==> src/rtl/core/thal_pkg.sv <==
// ----------------------------------------------------------------------------
// Threshold alert hysteresis package
// Shared widths, codes and structures of the threshold alert hysteresis unit.
// ----------------------------------------------------------------------------
`timescale 1ns / 1ps
`default_nettype none

package thal_pkg;

  localparam int unsigned ValW     = 64;
  localparam int unsigned TimeW    = 63;
  localparam int unsigned KindW    = 2;
  localparam int unsigned CfgIdxW  = 2;
  localparam int unsigned CfgDataW = 64;

  localparam logic [ValW-1:0]  LowThrRst  = '0;
  localparam logic [ValW-1:0]  HighThrRst = '1;
  localparam logic [TimeW-1:0] PersistRst = '0;

  typedef enum logic [KindW-1:0] {
    KindRaise    = 2'd0,
    KindContinue = 2'd1,
    KindFall     = 2'd2
  } alert_kind_e;

  typedef enum logic [CfgIdxW-1:0] {
    CfgLowThr  = 2'd0,
    CfgHighThr = 2'd1,
    CfgPersist = 2'd2
  } cfg_idx_e;

  typedef struct packed {
    logic [ValW-1:0]  low_thr;
    logic [ValW-1:0]  high_thr;
    logic [TimeW-1:0] persist;
  } cfg_t;

  typedef struct packed {
    logic [ValW-1:0]  smp_value;
    logic [TimeW-1:0] smp_time;
  } item_t;

  typedef struct packed {
    logic        emit;
    alert_kind_e kind;
  } alert_t;

endpackage

`default_nettype wire

==> src/rtl/core/thal_cfg_regs.sv <==
// ----------------------------------------------------------------------------
// Threshold alert configuration registers
// Holds the low and high thresholds and the persistence time.
// ----------------------------------------------------------------------------
`timescale 1ns / 1ps
`default_nettype none

module thal_cfg_regs (
  input  wire logic                          clk_i,
  input  wire logic                          rst_ni,
  input  wire logic                          cfg_we_i,
  input  wire logic [thal_pkg::CfgIdxW-1:0]  cfg_idx_i,
  input  wire logic [thal_pkg::CfgDataW-1:0] cfg_data_i,
  output thal_pkg::cfg_t                     cfg_o
);

  thal_pkg::cfg_t cfg_q, cfg_d;

  always_comb begin
    cfg_d = cfg_q;
    if (cfg_we_i) begin
      unique case (thal_pkg::cfg_idx_e'(cfg_idx_i))
        thal_pkg::CfgLowThr:  cfg_d.low_thr  = cfg_data_i[thal_pkg::ValW-1:0];
        thal_pkg::CfgHighThr: cfg_d.high_thr = cfg_data_i[thal_pkg::ValW-1:0];
        thal_pkg::CfgPersist: cfg_d.persist  = cfg_data_i[thal_pkg::TimeW-1:0];
        default: ;
      endcase
    end
  end

  always_ff @(posedge clk_i or negedge rst_ni) begin
    if (!rst_ni) begin
      cfg_q.low_thr  <= thal_pkg::LowThrRst;
      cfg_q.high_thr <= thal_pkg::HighThrRst;
      cfg_q.persist  <= thal_pkg::PersistRst;
    end else begin
      cfg_q <= cfg_d;
    end
  end

  assign cfg_o = cfg_q;

endmodule

`default_nettype wire

==> src/rtl/core/thal_in_stage.sv <==
// ----------------------------------------------------------------------------
// Threshold alert input stage
// Registers one sample and holds it until the decision stage takes it.
// ----------------------------------------------------------------------------
`timescale 1ns / 1ps
`default_nettype none

module thal_in_stage (
  input  wire logic                       clk_i,
  input  wire logic                       rst_ni,
  input  wire logic                       in_valid_i,
  output logic                            in_stall_o,
  input  wire logic [thal_pkg::ValW-1:0]  sample_value_i,
  input  wire logic [thal_pkg::TimeW-1:0] sample_time_i,
  input  wire logic                       take_i,
  output logic                            item_valid_o,
  output thal_pkg::item_t                 item_o
);

  logic            valid_q, valid_d;
  thal_pkg::item_t item_q;
  logic            load;

  assign in_stall_o = valid_q && !take_i;
  assign load       = in_valid_i && !in_stall_o;

  always_comb begin
    valid_d = valid_q;
    if (load) begin
      valid_d = 1'b1;
    end else if (take_i) begin
      valid_d = 1'b0;
    end
  end

  always_ff @(posedge clk_i or negedge rst_ni) begin
    if (!rst_ni) begin
      valid_q <= 1'b0;
    end else begin
      valid_q <= valid_d;
    end
  end

  always_ff @(posedge clk_i) begin
    if (load) begin
      item_q.smp_value <= sample_value_i;
      item_q.smp_time  <= sample_time_i;
    end
  end

  assign item_valid_o = valid_q;
  assign item_o       = item_q;

endmodule

`default_nettype wire

==> src/rtl/core/thal_alert_ctrl.sv <==
// ----------------------------------------------------------------------------
// Threshold alert controller
// Holds the alert state and the persistence marks and decides on each sample.
// ----------------------------------------------------------------------------
`timescale 1ns / 1ps
`default_nettype none

module thal_alert_ctrl (
  input  wire logic       clk_i,
  input  wire logic       rst_ni,
  input  thal_pkg::cfg_t  cfg_i,
  input  thal_pkg::item_t item_i,
  input  wire logic       fire_i,
  output thal_pkg::alert_t alert_o
);

  logic                       active_q, active_d;
  logic [thal_pkg::TimeW-1:0] hi_mark_q, hi_mark_d;
  logic                       hi_valid_q, hi_valid_d;
  logic [thal_pkg::TimeW-1:0] lo_mark_q, lo_mark_d;
  logic                       lo_valid_q, lo_valid_d;
  logic [thal_pkg::TimeW-1:0] hi_diff, lo_diff;
  logic                       hi_elapsed, lo_elapsed, persist_zero;
  thal_pkg::alert_t           alert;

  assign hi_diff      = item_i.smp_time - hi_mark_q;
  assign lo_diff      = item_i.smp_time - lo_mark_q;
  assign hi_elapsed   = (item_i.smp_time >= hi_mark_q) && (hi_diff >= cfg_i.persist);
  assign lo_elapsed   = (item_i.smp_time >= lo_mark_q) && (lo_diff >= cfg_i.persist);
  assign persist_zero = (cfg_i.persist == '0);

  always_comb begin
    active_d   = active_q;
    hi_mark_d  = hi_mark_q;
    hi_valid_d = hi_valid_q;
    lo_mark_d  = lo_mark_q;
    lo_valid_d = lo_valid_q;
    alert.emit = 1'b0;
    alert.kind = thal_pkg::KindRaise;
    if (!active_q) begin
      if (item_i.smp_value >= cfg_i.high_thr) begin
        hi_valid_d = 1'b1;
        if (!hi_valid_q) begin
          hi_mark_d = item_i.smp_time;
        end
        // A fresh mark equals the sample time, so only a zero hold time passes.
        if (hi_valid_q ? hi_elapsed : persist_zero) begin
          active_d   = 1'b1;
          hi_mark_d  = item_i.smp_time;
          lo_valid_d = 1'b0;
          lo_mark_d  = '0;
          alert.emit = 1'b1;
          alert.kind = thal_pkg::KindRaise;
        end
      end else begin
        hi_valid_d = 1'b0;
        hi_mark_d  = '0;
      end
    end else if (item_i.smp_value >= cfg_i.low_thr) begin
      lo_valid_d = 1'b0;
      lo_mark_d  = '0;
      if (hi_elapsed) begin
        hi_mark_d  = item_i.smp_time;
        hi_valid_d = 1'b1;
        alert.emit = 1'b1;
        alert.kind = thal_pkg::KindContinue;
      end
    end else if (!lo_valid_q) begin
      lo_mark_d  = item_i.smp_time;
      lo_valid_d = 1'b1;
    end else if (lo_elapsed) begin
      active_d   = 1'b0;
      lo_mark_d  = item_i.smp_time;
      hi_valid_d = 1'b0;
      hi_mark_d  = '0;
      alert.emit = 1'b1;
      alert.kind = thal_pkg::KindFall;
    end
  end

  always_ff @(posedge clk_i or negedge rst_ni) begin
    if (!rst_ni) begin
      active_q   <= 1'b0;
      hi_mark_q  <= '0;
      hi_valid_q <= 1'b0;
      lo_mark_q  <= '0;
      lo_valid_q <= 1'b0;
    end else if (fire_i) begin
      active_q   <= active_d;
      hi_mark_q  <= hi_mark_d;
      hi_valid_q <= hi_valid_d;
      lo_mark_q  <= lo_mark_d;
      lo_valid_q <= lo_valid_d;
    end
  end

  assign alert_o = alert;

endmodule

`default_nettype wire

==> src/rtl/core/thal_out_stage.sv <==
// ----------------------------------------------------------------------------
// Threshold alert output stage
// Registers one alert and holds it until the receiver takes it.
// ----------------------------------------------------------------------------
`timescale 1ns / 1ps
`default_nettype none

module thal_out_stage (
  input  wire logic                        clk_i,
  input  wire logic                        rst_ni,
  input  wire logic                        load_i,
  input  thal_pkg::alert_t                 alert_i,
  input  thal_pkg::item_t                  item_i,
  output logic                             ready_o,
  output logic                             out_valid_o,
  input  wire logic                        out_stall_i,
  output logic [thal_pkg::KindW-1:0]       alert_kind_o,
  output logic [thal_pkg::ValW-1:0]        alert_value_o,
  output logic [thal_pkg::TimeW-1:0]       alert_time_o
);

  logic                       valid_q, valid_d;
  thal_pkg::alert_kind_e      kind_q;
  logic [thal_pkg::ValW-1:0]  value_q;
  logic [thal_pkg::TimeW-1:0] time_q;

  assign ready_o = !valid_q || !out_stall_i;

  always_comb begin
    valid_d = valid_q;
    if (load_i) begin
      valid_d = 1'b1;
    end else if (valid_q && !out_stall_i) begin
      valid_d = 1'b0;
    end
  end

  always_ff @(posedge clk_i or negedge rst_ni) begin
    if (!rst_ni) begin
      valid_q <= 1'b0;
    end else begin
      valid_q <= valid_d;
    end
  end

  always_ff @(posedge clk_i) begin
    if (load_i) begin
      kind_q  <= alert_i.kind;
      value_q <= item_i.smp_value;
      time_q  <= item_i.smp_time;
    end
  end

  assign out_valid_o   = valid_q;
  assign alert_kind_o  = kind_q;
  assign alert_value_o = value_q;
  assign alert_time_o  = time_q;

endmodule

`default_nettype wire

==> src/rtl/core/threshold_alert_hysteresis_unit.sv <==
// ----------------------------------------------------------------------------
// Threshold alert hysteresis unit
// Watches timestamped samples against two thresholds with a persistence timer
// and reports raise, continue and fall alerts.
// ----------------------------------------------------------------------------
//  Channel   Direction  Handshake              Payload
//  cfg       in         cfg_we_i               cfg_idx_i, cfg_data_i
//  sample    in         in_valid_i/in_stall_o  sample_value_i, sample_time_i
//  alert     out        out_valid_o/out_stall_i alert_kind_o, alert_value_o,
//                                              alert_time_o
//
// One sample enters per cycle while in_stall_o is low; each alert is loaded
// from the sample register via the decision logic into the alert register,
// so the state update of one sample is ready for the next.
// Reset restores the register defaults and returns the unit to idle.
// A stalled alert holds the output; one more sample then waits in its register.
// ----------------------------------------------------------------------------
`timescale 1ns / 1ps
`default_nettype none

module threshold_alert_hysteresis_unit (
  input  wire logic                          clk_i,
  input  wire logic                          rst_ni,
  input  wire logic                          cfg_we_i,
  input  wire logic [thal_pkg::CfgIdxW-1:0]  cfg_idx_i,
  input  wire logic [thal_pkg::CfgDataW-1:0] cfg_data_i,
  input  wire logic                          in_valid_i,
  output logic                               in_stall_o,
  input  wire logic [thal_pkg::ValW-1:0]     sample_value_i,
  input  wire logic [thal_pkg::TimeW-1:0]    sample_time_i,
  output logic                               out_valid_o,
  input  wire logic                          out_stall_i,
  output logic [thal_pkg::KindW-1:0]         alert_kind_o,
  output logic [thal_pkg::ValW-1:0]          alert_value_o,
  output logic [thal_pkg::TimeW-1:0]         alert_time_o
);

  thal_pkg::cfg_t   cfg;
  thal_pkg::item_t  item;
  thal_pkg::alert_t alert;
  logic             item_valid;
  logic             out_ready;
  logic             fire;

  assign fire = item_valid && out_ready;

  thal_cfg_regs u_cfg_regs (
    .clk_i      (clk_i),
    .rst_ni     (rst_ni),
    .cfg_we_i   (cfg_we_i),
    .cfg_idx_i  (cfg_idx_i),
    .cfg_data_i (cfg_data_i),
    .cfg_o      (cfg)
  );

  thal_in_stage u_in_stage (
    .clk_i          (clk_i),
    .rst_ni         (rst_ni),
    .in_valid_i     (in_valid_i),
    .in_stall_o     (in_stall_o),
    .sample_value_i (sample_value_i),
    .sample_time_i  (sample_time_i),
    .take_i         (fire),
    .item_valid_o   (item_valid),
    .item_o         (item)
  );

  thal_alert_ctrl u_alert_ctrl (
    .clk_i   (clk_i),
    .rst_ni  (rst_ni),
    .cfg_i   (cfg),
    .item_i  (item),
    .fire_i  (fire),
    .alert_o (alert)
  );

  thal_out_stage u_out_stage (
    .clk_i         (clk_i),
    .rst_ni        (rst_ni),
    .load_i        (fire && alert.emit),
    .alert_i       (alert),
    .item_i        (item),
    .ready_o       (out_ready),
    .out_valid_o   (out_valid_o),
    .out_stall_i   (out_stall_i),
    .alert_kind_o  (alert_kind_o),
    .alert_value_o (alert_value_o),
    .alert_time_o  (alert_time_o)
  );

endmodule

`default_nettype wire
==> config.mk <==
export PLATFORM = sky130hd
export DESIGN_NAME = threshold_alert_hysteresis_unit
export DESIGN_NICKNAME = d
export VERILOG_FILES = /design/src/rtl/core/thal_pkg.sv /design/src/rtl/core/thal_cfg_regs.sv /design/src/rtl/core/thal_in_stage.sv /design/src/rtl/core/thal_alert_ctrl.sv /design/src/rtl/core/thal_out_stage.sv /design/src/rtl/core/threshold_alert_hysteresis_unit.sv
export SDC_FILE = /design/constraint.sdc
export NUM_CORES = 1
export LEC_CHECK = 0
export BUFFER_PORTS_ARGS = -buffer_cell sky130_fd_sc_hd__buf_2
export CORE_MARGIN = 1.5
export CORE_UTILIZATION = 35
export DETAILED_ROUTE_END_ITERATION = 8
export MAX_ROUTING_LAYER = met4
export PLACE_DENSITY = 0.62
export SLEW_MARGIN = 20
export SYNTH_ARGS = -nofsm -noshare
export SYNTH_HDL_FRONTEND = slang
export SYNTH_SLANG_ARGS = --single-unit
==> constraint.sdc <==
create_clock -name clk_i -period 19.2 [get_ports clk_i]
set_input_delay 2.88 -clock clk_i [delete_from_list [all_inputs] [get_ports clk_i]]
set_output_delay 2.88 -clock clk_i [all_outputs]
set_load 0.02 [all_outputs]
==> reports/qor.yml <==
run_status:
  status: "finished, final reports clean"
grt:
  grt_pass1_wl_um: 147100
  grt_start_max_net_pins: 142
  grt_pass1_vias: 24580
  track_usage_pct: 19.85
  antenna_found_initial: 11
  grt-ovfl-total: 0
sta:
  timing.final.crit_period_ps: 8263
  setup_violations: 0
  fin_ws_ps: 10940
  rsz0062_at_grt: "no"
  slew_headroom_pct: 34.90
  max_slew.worst_pin.slew_ps: 976.6
  fin_crit_sh_pct: 43.04
  drv_slew: 0
  setup_tns_ps: 0
  skew_ps: 32.51
  hold_viol: 0
  clock.fmax_mhz: 121.0
synth:
  synth_ff_type: "dfrtp_1"
  synth_edf_count: 256
  seq_area_frac_synth_pct: 46.11
  synth_area_leaders: "edfxtp_1 (22%), dfrtp_1 (19%), ha_1 (14%)"
  yosys.area.top_type: "edfxtp_1"
  syn-num-nets: 3783
  yosys.area.top_type_share_pct: 22.40
  netlist_instances: 3203
  avgSynthCellArea_um2: 10.72
  ys_async_sr_fraction_pct: 55.71
  syn_area_um2: 34320
  ys_ff_latch: 578
  synth_cell_types: 81
  yosysWarnings: 0
clock_tree:
  clk_pin_slew_ps: 50
  root_buffer: "clkbuf_16"
  postCtsSetupBuffers: 0
  tritoncts: "done"
  insertion_delay_ps: 650
  cts_resized: 0
  ctsHoldBuffers: 0
  ctsHtreeMaxLevel: 3
  cts_buffers: 70
  clockBufferDepth: 3
  cts_sinks: 578
place:
  place_inst: 4726
  numPortBuffers: 328
  post-dp-hpwl_um: 74790
  pre_cts_ws_ps: 10960
  gp_congestion: 0.9415
floorplan:
  die_h_um: 316.1
  pin_count: 329
  die_x_um: 316.1
  dieArea_um2: 99940
  rows: 114
  core_um2: 96990
  start_util_pct: 35.38
worst_setup_path:
  slowest_stage: "or4b_2"
  critPathKind: "reg2reg"
  cp-end-kind: "register"
  worstPathArrival_ps: 8760
  worst-r2r-setup-slack_ps: 10940
  r2r-start: "u_in_stage.item_o[2]$_DFFE_PP_"
  crit_fanout: 60
  cp-start-kind: "register"
  cp_slowest_stage_delay_ps: 750
  crit_buf_inv: 3
  r2r_cells: 25
  timing.rr.end: "u_alert_ctrl.lo_mark_q[38]$_DFFE_PN0P_"
  cp.required_ps: 19700
  critical_path.top_delay_family: "compound AO/OA/AOI/OAI gates"
route:
  routed_wl_um: 96660
  antenna_left: 0
  wire_per_inst_um: 19.87
  viasPerCell: 5.149
  drc: 0
  wl_met3_um: 4365
  wl_met2_um: 43120
  drt_iter0_markers: 1924
  first_pass_iters: 5
  via_count: 25050
  met1_length_um: 46010
  routed.top_layer: "met4"
worst_hold_path:
  hold_path_end: "u_out_stage.alert_value_o[0]$_DFFE_PP_"
  hold_depth: 0
  hold_start: "u_in_stage.item_o[63]$_DFFE_PP_"
  hp-class: "reg2reg"
cells_and_area:
  final_cell_mix: "ha_1 (380), inv_1 (353), buf_2 (327)"
  syn2layout_area_growth_pct: 14.99
  fillCellCount: 9494
  final_common_cell: "ha_1"
  drive_above_1_share_pct: 21.37
  layoutNonFillerInstCount: 4865
  final_nets: 4102
power:
  p_leak_nw: 17.41
  peakVddDrop_uv: 72.17
  power_density_nw_per_um2: 149.6
  power_w: 0.005905
job:
  cap_violations: 0
[routing by layer]
layer	track usage [%]	up-vias
met3	2.472	128
met5	-	-
met4	6.992	0
met2	29.87	617
li1	-	12180
met1	27.46	12120
[state kept, by name (all words and copies together) (netlist names), 2 cells and up]
signal and count:
u_out_stage.alert_kind_o 2, u_cfg_regs.cfg_o 191, u_in_stage.item_o 127, u_out_stage.alert_value_o 64, u_out_stage.alert_time_o 63, u_alert_ctrl.hi_mark_q 63, u_alert_ctrl.lo_mark_q 63
[where the power goes]
part | internal (W) | switching, W | total, W
clock network | 0.000771 | 0.000557 | 0.00133
registers | 0.00159 | 0.000135 | 0.00173
logic | 0.00110 | 0.00175 | 0.00285
total | 0.00347 | 0.00244 | 0.00591
[metrics by stage]
stage / area (um^2) / util [%] / hold WS, ps
finish: 39460 / 40.69 / 476.5
global route: 39460 / 40.69 / 483.3
CTS: 39440 / 40.66 / 477.5
detailed placement: 37150 / 38.30 / 461.0
global placement: 37150 / 38.30 / 458.5
floorplan: 34320 / - / 426.4
[logic make-up (layout without fill, tap and decap cells)]
logic type,after synthesis,in the layout,synth area share [%]
other cells,0,9,0
compound gates,779,779,14.67
mux,195,195,6.154
buf+inv,453,830,5.607
flops,578,578,46.11
xor+xnor,116,116,2.960
simple gates,700,700,10.53
fa+ha+maj,382,382,13.97
[final cells by class]
class                           count  area (um^2)  area share (%)
Timing Repair Buffer              347         1807           4.578
Inverter                          353         1325           3.358
Clock buffer                       91         1883           4.772
Clock inverter                     39        406.6           1.030
Sequential cell                   578        15830           40.10
Antenna cell                        9        22.52         0.05707
Multi-Input combinational cell   2172        16600           42.06
Tap cell                         1276         1597           4.046
[worst reg2reg max path, stage by stage, from the launching register on]
cell      delay [ps]
edfxtp_1         480
ha_1             420
nor2b_1          180
o31ai_1          320
a21oi_1          160
o21ai_0          240
buf_4            190
o21bai_1         160
a41o_1           330
a21oi_1          340
o211ai_1         180
a21o_1           230
a221oi_1         310
xnor2_1          220
ha_1             310
a21oi_1          130
o21ai_0          220
or4b_2           750
a211oi_1         690
o221ai_1         370
a41oi_2          420
a221oi_4         110
buf_4            380
buf_4            640
nand3_2          300
o21ai_2           60
[synthesized netlist by cell type (30+ instances only)]
library cell,instances
o21ai_0,168
nand4_1,86
mux2i_1,67
dfrtp_1,258
nand2_1,257
nor4_1,30
nor2_1,101
xnor2_1,74
clkbuf_1,73
xor2_1,42
edfxtp_1,256
nand3_2,47
dfstp_2,64
a21o_1,153
inv_1,353
mux2_2,128
nand3_1,45
a21oi_1,216
o21ai_2,47
ha_1,380
[how the worst max path moves through the flow]
stage,startpoint,to,slack [ps],cells past startpoint
3_5_place_dp,u_in_stage.item_o[2]$_DFFE_PP_,u_out_stage.alert_kind_o[1]$_SDFFCE_PP0P_,10960,24
2_1_floorplan,u_in_stage.item_o[0]$_DFFE_PP_,u_out_stage.alert_kind_o[0]$_SDFFCE_PN0P_,10850,27
4_1_cts,u_in_stage.item_o[2]$_DFFE_PP_,u_out_stage.alert_time_o[49]$_DFFE_PP_,10940,24
5_1_grt,u_in_stage.item_o[0]$_DFFE_PP_,u_out_stage.alert_time_o[48]$_DFFE_PP_,10290,27
6_report,u_in_stage.item_o[2]$_DFFE_PP_,u_alert_ctrl.lo_mark_q[38]$_DFFE_PN0P_,10940,25
3_3_place_gp,u_in_stage.item_o[2]$_DFFE_PP_,u_out_stage.alert_kind_o[1]$_SDFFCE_PP0P_,10950,24
Note: power is estimated with default switching activity, not from simulation.
